==> src/rtl/lad_pkg.sv <==
// Shared constants and types for the linear array deque.
package lad_pkg;

    localparam int DEPTH_DEF = 8;
    localparam int DATA_W    = 32;
    localparam int OP_W      = 3;
    localparam int ST_W      = 2;

    localparam logic [OP_W-1:0] OP_PUSH_REAR  = 3'd0;
    localparam logic [OP_W-1:0] OP_PUSH_FRONT = 3'd1;
    localparam logic [OP_W-1:0] OP_POP_REAR   = 3'd2;
    localparam logic [OP_W-1:0] OP_POP_FRONT  = 3'd3;
    localparam logic [OP_W-1:0] OP_DISPLAY    = 3'd4;

    localparam logic [ST_W-1:0] ST_OK      = 2'd0;
    localparam logic [ST_W-1:0] ST_FULL    = 2'd1;
    localparam logic [ST_W-1:0] ST_BLOCKED = 2'd2;
    localparam logic [ST_W-1:0] ST_EMPTY   = 2'd3;

    typedef enum logic [0:0] {
        S_IDLE,
        S_DOUT
    } state_t;

endpackage

==> src/rtl/lad_ram.sv <==
// Generic single-clock RAM, one write and one registered read port.
module lad_ram #(
    parameter int WIDTH = 32,
    parameter int DEPTH = 8
) (
    input  logic                     clk,
    input  logic                     wr_en,
    input  logic [$clog2(DEPTH)-1:0] wr_addr,
    input  logic [WIDTH-1:0]         wr_data,
    input  logic                     rd_en,
    input  logic [$clog2(DEPTH)-1:0] rd_addr,
    output logic [WIDTH-1:0]         rd_data
);

    logic [WIDTH-1:0] mem [DEPTH];

    always_ff @(posedge clk)
    begin
        if (wr_en)
        begin
            mem[wr_addr] <= wr_data;
        end
        if (rd_en)
        begin
            rd_data <= mem[rd_addr];
        end
    end

endmodule

==> src/rtl/linear_array_deque.sv <==
// Linear array deque: index control, sequencer and output register around one RAM.
//
//   channel | dir | handshake          | payload
//   s_      | in  | s_tvalid/s_tready  | s_tuser = operation, s_tdata = value
//   m_      | out | m_tvalid/m_tready  | m_tuser = status, m_tdata = data, m_tlast
//
// Push and any failing operation: result loaded at accept.
// Pop: the entry RAM read starts at accept; its registered read data is loaded in S_DOUT.
// Display of n words: one RAM read per word; input is held off meanwhile.
// Reset clears the front and end indices, sequencer and output valid; RAM contents are left as is.
// A stalled m_ side freezes the walk; the RAM read data holds until taken.
module linear_array_deque #(
    parameter int DEPTH = lad_pkg::DEPTH_DEF
) (
    input  logic                        clk,
    input  logic                        rst_n,
    input  logic                        s_tvalid,
    output logic                        s_tready,
    input  logic [lad_pkg::DATA_W-1:0]  s_tdata,   // [31:0] value
    input  logic [lad_pkg::OP_W-1:0]    s_tuser,   // [2:0] operation
    output logic                        m_tvalid,
    input  logic                        m_tready,
    output logic [lad_pkg::DATA_W-1:0]  m_tdata,   // [31:0] data
    output logic [lad_pkg::ST_W-1:0]    m_tuser,   // [1:0] status
    output logic                        m_tlast
);

    import lad_pkg::*;

    localparam int IDXW = $clog2(DEPTH + 1);
    localparam int AW   = $clog2(DEPTH);

    state_t            state_reg, state_next;
    logic [IDXW-1:0]   front_reg, front_next;
    logic [IDXW-1:0]   end_reg, end_next;
    logic [IDXW-1:0]   cur_reg, cur_next;
    logic              single_reg, single_next;
    logic              m_valid_reg, m_valid_next;
    logic [DATA_W-1:0] m_data_reg;
    logic [ST_W-1:0]   m_status_reg;
    logic              m_last_reg;

    logic              load;
    logic [DATA_W-1:0] ld_data;
    logic [ST_W-1:0]   ld_status;
    logic              ld_last;

    logic              wr_en, rd_en;
    logic [AW-1:0]     wr_addr, rd_addr;
    logic [DATA_W-1:0] rd_data;

    logic              out_free, empty, fin;

    lad_ram #(
        .WIDTH (DATA_W),
        .DEPTH (DEPTH)
    ) u_ram (
        .clk     (clk),
        .wr_en   (wr_en),
        .wr_addr (wr_addr),
        .wr_data (s_tdata),
        .rd_en   (rd_en),
        .rd_addr (rd_addr),
        .rd_data (rd_data)
    );

    assign out_free = !m_valid_reg || m_tready;
    assign empty    = front_reg >= end_reg;
    // pops carry one word; a display ends at the word just below end
    assign fin      = single_reg || ((cur_reg + IDXW'(1)) == end_reg);

    always_comb
    begin
        state_next  = state_reg;
        front_next  = front_reg;
        end_next    = end_reg;
        cur_next    = cur_reg;
        single_next = single_reg;
        s_tready    = 1'b0;
        load        = 1'b0;
        ld_data     = '0;
        ld_status   = ST_OK;
        ld_last     = 1'b1;
        wr_en       = 1'b0;
        wr_addr     = '0;
        rd_en       = 1'b0;
        rd_addr     = '0;
        case (state_reg)
            S_IDLE:
            begin
                s_tready = out_free;
                if (s_tvalid && out_free)
                begin
                    case (s_tuser)
                        OP_PUSH_REAR:
                        begin
                            load = 1'b1;
                            if (end_reg == IDXW'(DEPTH))
                            begin
                                ld_status = ST_FULL;
                            end
                            else
                            begin
                                wr_en    = 1'b1;
                                wr_addr  = end_reg[AW-1:0];
                                end_next = end_reg + IDXW'(1);
                            end
                        end
                        OP_PUSH_FRONT:
                        begin
                            load = 1'b1;
                            if (front_reg == '0)
                            begin
                                ld_status = ST_BLOCKED;
                            end
                            else
                            begin
                                front_next = front_reg - IDXW'(1);
                                wr_en      = 1'b1;
                                wr_addr    = front_next[AW-1:0];
                            end
                        end
                        OP_POP_REAR:
                        begin
                            if (empty)
                            begin
                                load      = 1'b1;
                                ld_status = ST_EMPTY;
                            end
                            else
                            begin
                                end_next    = end_reg - IDXW'(1);
                                rd_en       = 1'b1;
                                rd_addr     = end_next[AW-1:0];
                                single_next = 1'b1;
                                state_next  = S_DOUT;
                            end
                        end
                        OP_POP_FRONT:
                        begin
                            if (empty)
                            begin
                                load      = 1'b1;
                                ld_status = ST_EMPTY;
                            end
                            else
                            begin
                                rd_en       = 1'b1;
                                rd_addr     = front_reg[AW-1:0];
                                front_next  = front_reg + IDXW'(1);
                                single_next = 1'b1;
                                state_next  = S_DOUT;
                            end
                        end
                        OP_DISPLAY:
                        begin
                            if (empty)
                            begin
                                load      = 1'b1;
                                ld_status = ST_EMPTY;
                            end
                            else
                            begin
                                rd_en       = 1'b1;
                                rd_addr     = front_reg[AW-1:0];
                                cur_next    = front_reg;
                                single_next = 1'b0;
                                state_next  = S_DOUT;
                            end
                        end
                        default:
                        begin
                            // unused codes are dropped without a beat
                        end
                    endcase
                end
            end
            S_DOUT:
            begin
                if (out_free)
                begin
                    load    = 1'b1;
                    ld_data = rd_data;
                    ld_last = fin;
                    if (fin)
                    begin
                        state_next = S_IDLE;
                    end
                    else
                    begin
                        cur_next = cur_reg + IDXW'(1);
                        rd_en    = 1'b1;
                        rd_addr  = cur_next[AW-1:0];
                    end
                end
            end
            default:
            begin
                state_next = S_IDLE;
            end
        endcase
    end

    always_comb
    begin
        if (load)
        begin
            m_valid_next = 1'b1;
        end
        else if (m_tready)
        begin
            m_valid_next = 1'b0;
        end
        else
        begin
            m_valid_next = m_valid_reg;
        end
    end

    always_ff @(posedge clk or negedge rst_n)
    begin
        if (!rst_n)
        begin
            state_reg   <= S_IDLE;
            front_reg   <= '0;
            end_reg     <= '0;
            m_valid_reg <= 1'b0;
        end
        else
        begin
            state_reg   <= state_next;
            front_reg   <= front_next;
            end_reg     <= end_next;
            m_valid_reg <= m_valid_next;
        end
    end

    always_ff @(posedge clk)
    begin
        cur_reg    <= cur_next;
        single_reg <= single_next;
        if (load)
        begin
            m_data_reg   <= ld_data;
            m_status_reg <= ld_status;
            m_last_reg   <= ld_last;
        end
    end

    assign m_tvalid = m_valid_reg;
    assign m_tdata  = m_data_reg;
    assign m_tuser  = m_status_reg;
    assign m_tlast  = m_last_reg;

endmodule

==> config.mk <==
export PLATFORM = sky130hd
export DESIGN_NAME = linear_array_deque
export DESIGN_NICKNAME = d
export VERILOG_FILES = /design/src/rtl/lad_pkg.sv /design/src/rtl/lad_ram.sv /design/src/rtl/linear_array_deque.sv
export SDC_FILE = /design/constraint.sdc
export NUM_CORES = 1
export LEC_CHECK = 0
export BUFFER_PORTS_ARGS = -buffer_cell sky130_fd_sc_hd__buf_4
export CORE_MARGIN = 5
export CORE_UTILIZATION = 40
export DETAILED_ROUTE_END_ITERATION = 10
export PLACE_DENSITY = 0.64
export SYNTH_ARGS = -nofsm -noshare
export SYNTH_HDL_FRONTEND = slang
export SYNTH_SLANG_ARGS = --single-unit
==> constraint.sdc <==
create_clock -name clk -period 13.4 [get_ports clk]
set_input_delay 1.34 -clock clk [delete_from_list [all_inputs] [get_ports clk]]
set_output_delay 1.34 -clock clk [all_outputs]
set_load 0.02 [all_outputs]
==> summary.txt, run 1 <==
Result of the run -> completed
Unique cell type count in the Yosys netlist -> 56
Async S/R FF share, synth -> 2.959%
EDFF count, synth -> 328
Slew @ Worst Pin -> 1168 ps
Gpl congestion -> 0.8102
Synth top area cells -> edfxtp_1, and3_1, a211oi_1, a2111oi_1, mux2i_1
Detail Placement HPWL -> 16.25 mm
Final setup TNS -> 0 ps
Top cell by count, worst path -> buf_4
Number of global-route vias before repair -> 7873
Fin crit share -> 35.70%
Fin crit period -> 4784 ps
PwrDens -> 181.6 nW/µm²
FMAX -> 0.2090 GHz
#FFs+latches synth -> 338
Crit-path slowest cell -> buf_4
Area leader, netlist -> edfxtp_1
Most used DFF post-synth -> edfxtp_1
CP Max Fanout -> 97
Avg Synthesized Cell Area -> 16.07 µm²
Antenna violations before repair -> 1
Hold Crit Class -> reg -> reg
# nets final -> 968
CTS buffer count -> 36
CP startpoint kind -> input port
Ratio of cells with drive above 1 in the final layout -> 18.01%
Clock sinks -> 338
Pleak -> 0.005296 µW
Overall Global Routing Usage -> 15.68%
Max-Cap Viols -> 0
Post-Synthesis Cell Area -> 13680 µm²
Finished Cell Area -> 15830 µm²
WP data arrival -> 5070 ps
Clock transition at the registers of the reported paths -> 60 ps
Synth cell count leaders -> edfxtp_1, and3_1, a211oi_1
Port Buffers -> 75
Most common cell in the synthesized netlist -> edfxtp_1
DRT antenna net count -> 0
Drt initial violations -> 610
Skew-Pair Late Insertion Delay -> 510 ps
Slew headroom -> 22.10%
Share of the synthesized area in the top cell type -> 72.01%
RSZ-0062 raised after global routing -> no
Die Wd -> 194.9 µm
Final setup viols -> 0
Setup CP Type -> in -> reg
# H-tree levels -> 2
Diodes inserted -> 0
Syn_nets -> 899
TritonCTS clock tree -> yes
Cts repair resizes -> 0
Mapped Cells -> 851
# Post-CTS Setup Buffers -> 0
Largest net degree at the start of global routing -> 98
Die H -> 194.9 µm
Final hold violation count -> 0
Core Area -> 33620 µm²
Hold_buf cts -> 0
Cell Rows -> 67
First-pass GRT wire length -> 46.99 mm
VDD IR max -> 0.0001030 V
Io pins -> 76
CP Data Required Time -> 13680 ps
Area delta synth->final -> 15.73%
Final Skew -> 9.376 ps
Area after DPL -> 14700 µm²
1st-pass router iterations -> 5
Critical path cell sequence -> buf_4 > nand2b_1 > buf_4 > o2111ai_1 > a221o_2 > buf_4 > nand2_4 > buf_4 > mux2i_1 > a2111oi_1
CP peak stage delay -> 760 ps
Vias/cell -> 5.497
Largest register FFs -> 256
Clock root buffer -> clkbuf_16
Longest Clk Path Bufs -> 3
Crit end category -> flop
Max Slew Vio Count -> 0
Initial Util -> 40.69%
Drt wl/cell -> 21.86 µm
Die ar. -> 37990 µm²
Seq/Total Area, Yosys -> 73.84%
DRC -> 0
Total number of vias -> 7652
Congestion Overflow GR -> 0
Top reg by flops -> u_ram.mem
Synth warn -> 0
Drt total wl -> 30.42 mm
==> cell families after synthesis <==
kind of cell | share of synthesized area (%)
flip-flops | 73.84
AND/OR/NAND/NOR | 8.782
AO/OA/AOI/OAI | 10.09
buffers and inverters | 2.836
multiplexers | 2.506
XOR/XNOR | 1.125
adder cells (fa/ha/maj) | 0.8233
==> path summary, 6_finish.rpt <==
path,startpoint,to,slack (ps),depth (start not counted)
max in group asynchronous,rst_n,m_tvalid,12600,1
min in group asynchronous,rst_n,front_reg[0],660,1
max,m_tready,u_ram.rd_data[22],8620,10
max reg2reg,front_reg[0],u_ram.rd_data[27],8820,10
min,u_ram.rd_data[9],m_tdata[9],550,1
min reg2reg,u_ram.rd_data[9],m_tdata[9],550,1
==> metrics by stage <==
stage / hold slack [ps] / worst slack, ps / cells / util (%) / power [µW]
2_1_floorplan: 495.7 / 8431 / 851 / - / 1724
3_3_place_gp: 535.4 / 8170 / 1330 / 43.72 / 1940
3_5_place_dp: 541.6 / 8103 / 1330 / 43.72 / 1945
4_1_cts: 555.1 / 8628 / 1392 / 47.09 / 2903
5_1_grt: 562.1 / 8249 / 1392 / 47.09 / 3006
6_report: 553.0 / 8616 / 1392 / 47.09 / 2874
==> where the power goes <==
group	switching, µW	leakage (µW)	total [µW]	internal [µW]
Combinational	371	0.00164	574	203
Sequential	51.6	0.00310	1340	1290
Clock	386	0.000556	956	570
Total	809	0.00530	2870	2070
==> final cells by class <==
cell class	instances	area [µm²]
Clock inverter	21	212.7
Tap cell	448	560.5
Inverter	15	56.30
Multi-Input combinational cell	434	3268
Sequential cell	338	10100
Clock buffer	41	919.6
Fill cell	2868	17790
Timing Repair Buffer	95	713.2
==> per-layer routing <==
metal  track usage [%]  share of wire [%]
met3             3.064                5.4
met5                 0              0.043
met2             25.58                 48
met4             4.319                1.8
met1             21.66                 44
==> cells in the final DEF (no fill, tap or decap), drive strengths merged, types with 4 or more instances in the layout <==
| cell | instances |
|---|---|
| dfrtp | 10 |
| edfxtp | 328 |
| or2 | 4 |
| nand2 | 20 |
| mux2i | 32 |
| clkinv | 15 |
| nand3 | 7 |
| nor2 | 22 |
| inv | 17 |
| nor2b | 4 |
| a211oi | 64 |
| and3 | 128 |
| bufinv | 4 |
| a2111oi | 66 |
| a21oi | 13 |
| xnor2 | 8 |
| ha | 9 |
| clkbuf | 41 |
| xor2 | 7 |
| buf | 95 |
| nor3 | 4 |
| o21ai | 12 |
==> worst max-delay path, delay by kind of cell <==
kind	cells	cell delay, ps
AND/OR/NAND/NOR	2	790
multiplexers	1	180
buffers and inverters	4	1580
AO/OA/AOI/OAI	3	1050
(Power assumes the default switching activity.)
==> inputs of run 2 (changes only) <==
==> constraint.sdc (replaced) <==
create_clock -name clk -period 4.9 [get_ports clk]
set_input_delay 0.49 -clock clk [delete_from_list [all_inputs] [get_ports clk]]
set_output_delay 0.49 -clock clk [all_outputs]
set_load 0.02 [all_outputs]
==> run 2 against run 1 <==
Flip-flop and latch count unchanged. Via count increased by 0.97%. Critical path depth decreased by 1. Clock skew increased by 11 ps. Global-route usage about the same. Combinational power increased to 2.8 times the previous value. Largest cell class unchanged.
==> summary.txt, run 2 (same netlist as run 1, synthesis figures left out) <==
First-pass GRT wire length -> 47.02 mm (about the same)
Pleak -> 0.005359 µW (+1.2%)
DRT antenna net count -> 0 (unchanged)
Reg area -> 10100 µm² (unchanged)
Die H -> 194.9 µm (unchanged)
WL met1 -> 13.20 mm (-2.2%)
Final Skew -> 20.59 ps (+11.22 ps)
PwrDens -> 498.5 nW/µm² (+170%)
Die ar. -> 37990 µm² (unchanged)
Max Slew Vio Count -> 0 (unchanged)
Max Used Layer -> met5
Max-Cap Viols -> 0 (unchanged)
Number of global-route vias before repair -> 8017 (+1.8%)
Die Wd -> 194.9 µm (unchanged)
FMAX -> 0.2804 GHz
Fin crit share -> 72.79%
Gpl congestion -> 0.8817 (+8.8%)
Fillers -> 2830 (-1.3%)
Final hold violation count -> 0 (unchanged)
Port Buffers -> 75 (unchanged)
Longest Clk Path Bufs -> 3 (unchanged)
Commonest non-fill, non-tap cell in the layout -> edfxtp_1
Met3 WL -> 1.837 mm (+11%)
Drt initial violations -> 662 (+8.5%)
# H-tree levels -> 2 (unchanged)
Largest net degree at the start of global routing -> 97 (-1.0%)
Final setup TNS -> 0 ps (unchanged)
Antenna violations before repair -> 2 (+1)
Hold Crit Class -> in -> reg
Final core utilization -> 47.60% (+0.51 points)
RSZ-0062 raised after global routing -> no
Area delta synth->final -> 17.00%
1st-pass router iterations -> 7 (+2)
Detail Placement HPWL -> 17.34 mm (+6.7%)
Clock transition at the registers of the reported paths -> 60 ps (about the same)
Initial Util -> 40.69% (unchanged)
Multi-input logic area -> 3268 µm² (unchanged)
Largest register FFs -> 256 (unchanged)
Congestion Overflow GR -> 0 (unchanged)
Total number of vias -> 7726 (+0.97%)
Drt wl/cell -> 21.65 µm (-0.92%)
Io pins -> 76 (unchanged)
Setup CP Type -> reg -> reg
Clock root buffer -> clkbuf_16
VDD IR max -> 0.0002474 V (+140%)
# Post-CTS Setup Buffers -> 0 (unchanged)
Crit end category -> flop
Ratio of cells with drive above 1 in the final layout -> 18.15% (+0.14 points)
Clock sinks -> 338 (unchanged)
Skew-Pair Late Insertion Delay -> 520 ps (about the same)
Drt total wl -> 30.36 mm (-0.21%)
CTS buffer count -> 36 (unchanged)
Overall Global Routing Usage -> 15.66% (-0.021 points)
CP startpoint kind -> flop
TritonCTS clock tree -> yes
Result of the run -> completed
Fin crit period -> 3567 ps
CP Data Required Time -> 5080 ps (-8600 ps)
# nets final -> 974 (+0.62%)
CP Max Fanout -> 21 (-78%)
Most frequent cells in the layout -> edfxtp_1, and3_1, buf_4
Cell Rows -> 67 (unchanged)
Final setup viols -> 0 (unchanged)
Slew @ Worst Pin -> 914.8 ps (-253.7 ps)
WP data arrival -> 3750 ps (-1320 ps)
Top reg by flops -> u_ram.mem
Slew headroom -> 39.01% (+17 points)
DRC -> 0 (unchanged)
Routed length on met2 -> 14.63 mm (-0.68%)
Core Area -> 33620 µm² (unchanged)
Cts repair resizes -> 0 (unchanged)
Hold_buf cts -> 1 (+1)
Vias/cell -> 5.511 (+0.25%)
[run 2: report_power, final]
part           switching [µW]  internal, µW  leakage (µW)
combinational            1020           567       0.00169
sequential                137          3540       0.00310
clock                    1050          1670      0.000576
[run 2: path summary, 6_finish.rpt]
check / from / end / slack (ps) / depth (start not counted)
worst max-delay path: front_reg[1] / u_ram.mem[0][22] / 1330 / 9
worst min-delay path: s_tdata[22] / u_ram.mem[7][22] / 200 / 1
worst max register to register: front_reg[1] / u_ram.mem[0][22] / 1330 / 9
worst min register to register: u_ram.rd_data[1] / m_tdata[1] / 550 / 1
max in group asynchronous: rst_n / front_reg[1] / 4380 / 2
min in group asynchronous: rst_n / front_reg[0] / 360 / 2
[run 2: final cells by class]
class	count	share of cell area, %
well taps	448	3.503
diodes	1	0.01564
repair buffers	101	5.145
clock buffers	55	6.466
multi-input cells	434	20.42
inverters	15	0.3518
flip-flops and latches	338	63.11
clock inverters	10	0.9851
[run 2: critical path, cell delays in order, from the launching register on]
cell	delay [ps]
dfrtp_1	470
inv_1	140
ha_1	240
or3b_2	480
nand3_1	150
nor2_1	60
a21oi_1	460
o21ai_0	340
nor2_4	460
buf_4	430
[run 2: routing by layer]
| layer | track usage, % | vias up |
|---|---|---|
| met2 | 25.32 | 220 |
| li1 | - | 3602 |
| met3 | 3.393 | 47 |
| met4 | 4.810 | 2 |
| met5 | 0 | - |
| met1 | 21.39 | 3855 |
[run 2: per-stage QoR]
step           cell area, µm²  cells  setup WS, ps  total power, µW  hold slack, ps
5_1_grt                 16000   1402         960.7             8335           193.1
3_3_place_gp            14800   1335          1337             5311           338.3
6_report                16000   1402          1333             7977           197.9
3_5_place_dp            14800   1335          1314             5337           338.4
2_1_floorplan           13680    851         511.0             4715           194.4
4_1_cts                 16000   1401          1312             8063           184.9
==> inputs of run 3 (changes only) <==
--- a/config.mk
+++ b/config.mk
@@ -9,7 +9,7 @@
 export CORE_MARGIN = 5
 export CORE_UTILIZATION = 40
 export DETAILED_ROUTE_END_ITERATION = 10
-export PLACE_DENSITY = 0.64
+export PLACE_DENSITY = 0.66
 export SYNTH_ARGS = -nofsm -noshare
 export SYNTH_HDL_FRONTEND = slang
 export SYNTH_SLANG_ARGS = --single-unit
==> constraint.sdc (replaced) <==
create_clock -name clk -period 3 [get_ports clk]
set_input_delay 0.3 -clock clk [delete_from_list [all_inputs] [get_ports clk]]
set_output_delay 0.3 -clock clk [all_outputs]
set_load 0.02 [all_outputs]
==> run 3 against run 2 <==
Cell area grew 4.6%. Largest power group unchanged. Register-to-register slack lost 1200 ps. Die area is the same. Largest cell class unchanged.
==> summary.txt, run 3 (same netlist as run 1, synthesis figures left out) <==
Antenna violations before repair -> 1 (-1)
Drt initial violations -> 687 (+3.8%)
Clock transition at the registers of the reported paths -> 60 ps (about the same)
Crit end category -> flop
Diodes inserted -> 0 (-1)
1st-pass router iterations -> 5 (-2)
Cell class contributing the biggest share of worst-path delay -> simple AND/OR/NAND/NOR gates
R2R depth -> 11 (+2)
FMAX -> 0.3445 GHz (+23%)
Ratio of cells with drive above 1 in the final layout -> 23.36% (+5.2 points)
Final setup TNS -> 0 ps (unchanged)
Most frequent cells in the layout -> edfxtp_1, and3_1, buf_4
Cell Rows -> 67 (unchanged)
CP Max Fanout -> 15 (-29%)
Total number of vias -> 8044 (+4.1%)
Reg power frac -> 44.4% (-1.6 points)
Worst hold slack -> 21.25 ps (-176.7 ps)
Congestion Overflow GR -> 0 (unchanged)
Hold Crit Class -> in -> reg
Detail Placement HPWL -> 18.97 mm (+9.4%)
FF-to-FF setup slack -> 100 ps (-1240 ps)
Switch Pwr -> 3781 µW (+71%)
Buf/Inv on CP -> 4 (+2)
Fin crit period -> 2902 ps (-664.1 ps)
Core Area -> 33620 µm² (unchanged)
Largest net degree at the start of global routing -> 54 (-44%)
Skew-Pair Late Insertion Delay -> 520 ps (about the same)
Top reg by flops -> u_ram.mem
Worst reg2reg startpoint -> front_reg[1]
Final setup viols -> 0 (unchanged)
Die H -> 194.9 µm (unchanged)
Slew @ Worst Pin -> 643.0 ps (-271.8 ps)
TritonCTS clock tree -> yes
Drt wl/cell -> 22.03 µm (+1.7%)
Clock sinks -> 338 (unchanged)
Gpl congestion -> 0.8685 (-1.5%)
Gate power share -> 23.0% (+3.2 points)
Clock root buffer -> clkbuf_16
Final core utilization -> 49.79% (+2.2 points)
Io pins -> 76 (unchanged)
Slew headroom -> 56.76% (+18 points)
VDD IR max -> 0.0005209 V (+110%)
Port Buffers -> 75 (unchanged)
Max-Cap Viols -> 0 (unchanged)
CP Data Required Time -> 3220 ps (-1860 ps)
Overall Global Routing Usage -> 16.52% (+0.86 points)
Sw Share -> 28.41% (+0.77 points)
WP data arrival -> 3120 ps (-630 ps)
Hold EP -> u_ram.mem[0][0]
Die Wd -> 194.9 µm (unchanged)
Area after DPL -> 15360 µm² (+3.8%)
Fin crit share -> 96.75% (+24 points)
Largest register FFs -> 256 (unchanged)
Top cell by count, worst path -> buf_12
Commonest non-fill, non-tap cell in the layout -> edfxtp_1
# nets final -> 1029 (+5.6%)
HP Start -> s_tdata[0]
Clock Power Share -> 32.6% (-1.5 points)
Die ar. -> 37990 µm² (unchanged)
Final hold violation count -> 0 (unchanged)
Initial Util -> 40.69% (unchanged)
Critical path cell sequence -> buf_4 > inv_1 > ha_2 > or3b_2 > nand3_1 > o2bb2ai_1 > a211o_1 > or2_4 > nor2_4 > buf_12 > buf_12
First-pass GRT wire length -> 49.53 mm (+5.3%)
RSZ-0062 raised after global routing -> yes
Result of the run -> completed
Crit-path slowest cell -> or3b_2
Drt total wl -> 32.04 mm (+5.5%)
Max Slew Vio Count -> 0 (unchanged)
# H-tree levels -> 2 (unchanged)
Longest Clk Path Bufs -> 3 (unchanged)
DRC -> 0 (unchanged)
CTS buffer count -> 36 (unchanged)
DRT antenna net count -> 0 (unchanged)
Area delta synth->final -> 22.36%
CP startpoint kind -> flop
Number of global-route vias before repair -> 8232 (+2.7%)
Reg2reg end -> u_ram.mem[6][11]
Worst hold path depth -> 1 (unchanged)
PwrDens -> 795.3 nW/µm² (+60%)
CP peak stage delay -> 470 ps (about the same)
Final Skew -> 13.77 ps (-6.827 ps)
Finished Cell Area -> 16740 µm² (+4.6%)
Setup CP Type -> reg -> reg
Int Power -> 9529 µW (+65%)
Vias/cell -> 5.532 (+0.39%)
Pleak -> 0.005733 µW (+7.0%)
==> run 3: cell types whose count changed in the layout (fill, tap and decap cells not counted), sizes merged <==
cell	before	now
buf	100	147
clkbuf	55	44
diode	1	0
dlygate4sd3	1	6
inv	15	18
clkinv	6	15
==> run 3: what timing repair did <==
action / in CTS / in global routing
hold endpoints to repair: 41 / 0
resized for setup: 1 / 19
hold buffers: 6 / 0
buffers inserted: 0 / 1
pin swaps: 0 / 3
endpoints found under the setup margin: 24 / 141
gates cloned: 0 / 3
==> run 3: metrics by stage <==
| stage | setup WS [ps] | std cells | power, µW |
|---|---|---|---|
| global route | -45.90 | 1454 | 13920 |
| CTS | 20.42 | 1450 | 13370 |
| detailed placement | 6.876 | 1381 | 9015 |
| finish | 97.52 | 1454 | 13310 |
| floorplan | -335.4 | 851 | 7710 |
| global placement | 4.136 | 1381 | 8973 |
==> run 3: power groups by stage <==
stage | clock network [µW] | registers, µW | logic (µW)
after floorplan | 0 | 6290 | 1420
after global placement | 0 | 6010 | 2970
after detailed placement | 0 | 6010 | 3010
final | 4340 | 5910 | 3060
after CTS | 4430 | 5910 | 3030
after global routing | 4640 | 5950 | 3340
==> run 3: worst max path at each step <==
stage | from | endpoint | slack, ps | cells after the start
6_report | front_reg[1] | u_ram.mem[6][11] | 100 | 11
5_1_grt | end_reg[2] | u_ram.rd_data[10] | -50 | 10
4_1_cts | front_reg[0] | u_ram.rd_data[16] | 20 | 10
3_5_place_dp | front_reg[1] | u_ram.mem[6][25] | 7 | 10
3_3_place_gp | front_reg[1] | u_ram.mem[4][25] | 4 | 10
2_1_floorplan | front_reg[0] | u_ram.mem[4][0] | -340 | 8
==> run 3: cell type report <==
cell class,instances,area (µm²)
clock buffer,41,919.6
sequential,338,10100
timing repair buffer,156,1526
clock inverter,22,237.7
multi-input combinational,434,3336
fill,2755,16880
inverter,15,56.30
tap,448,560.5
==> run 3: layer usage <==
layer / share of wire (%) / GRT usage (%)
met3: 5.1 / 2.510
met4: 1.9 / 4.396
met1: 43 / 23.15
met2: 50 / 27.17
met5: 0 / 0
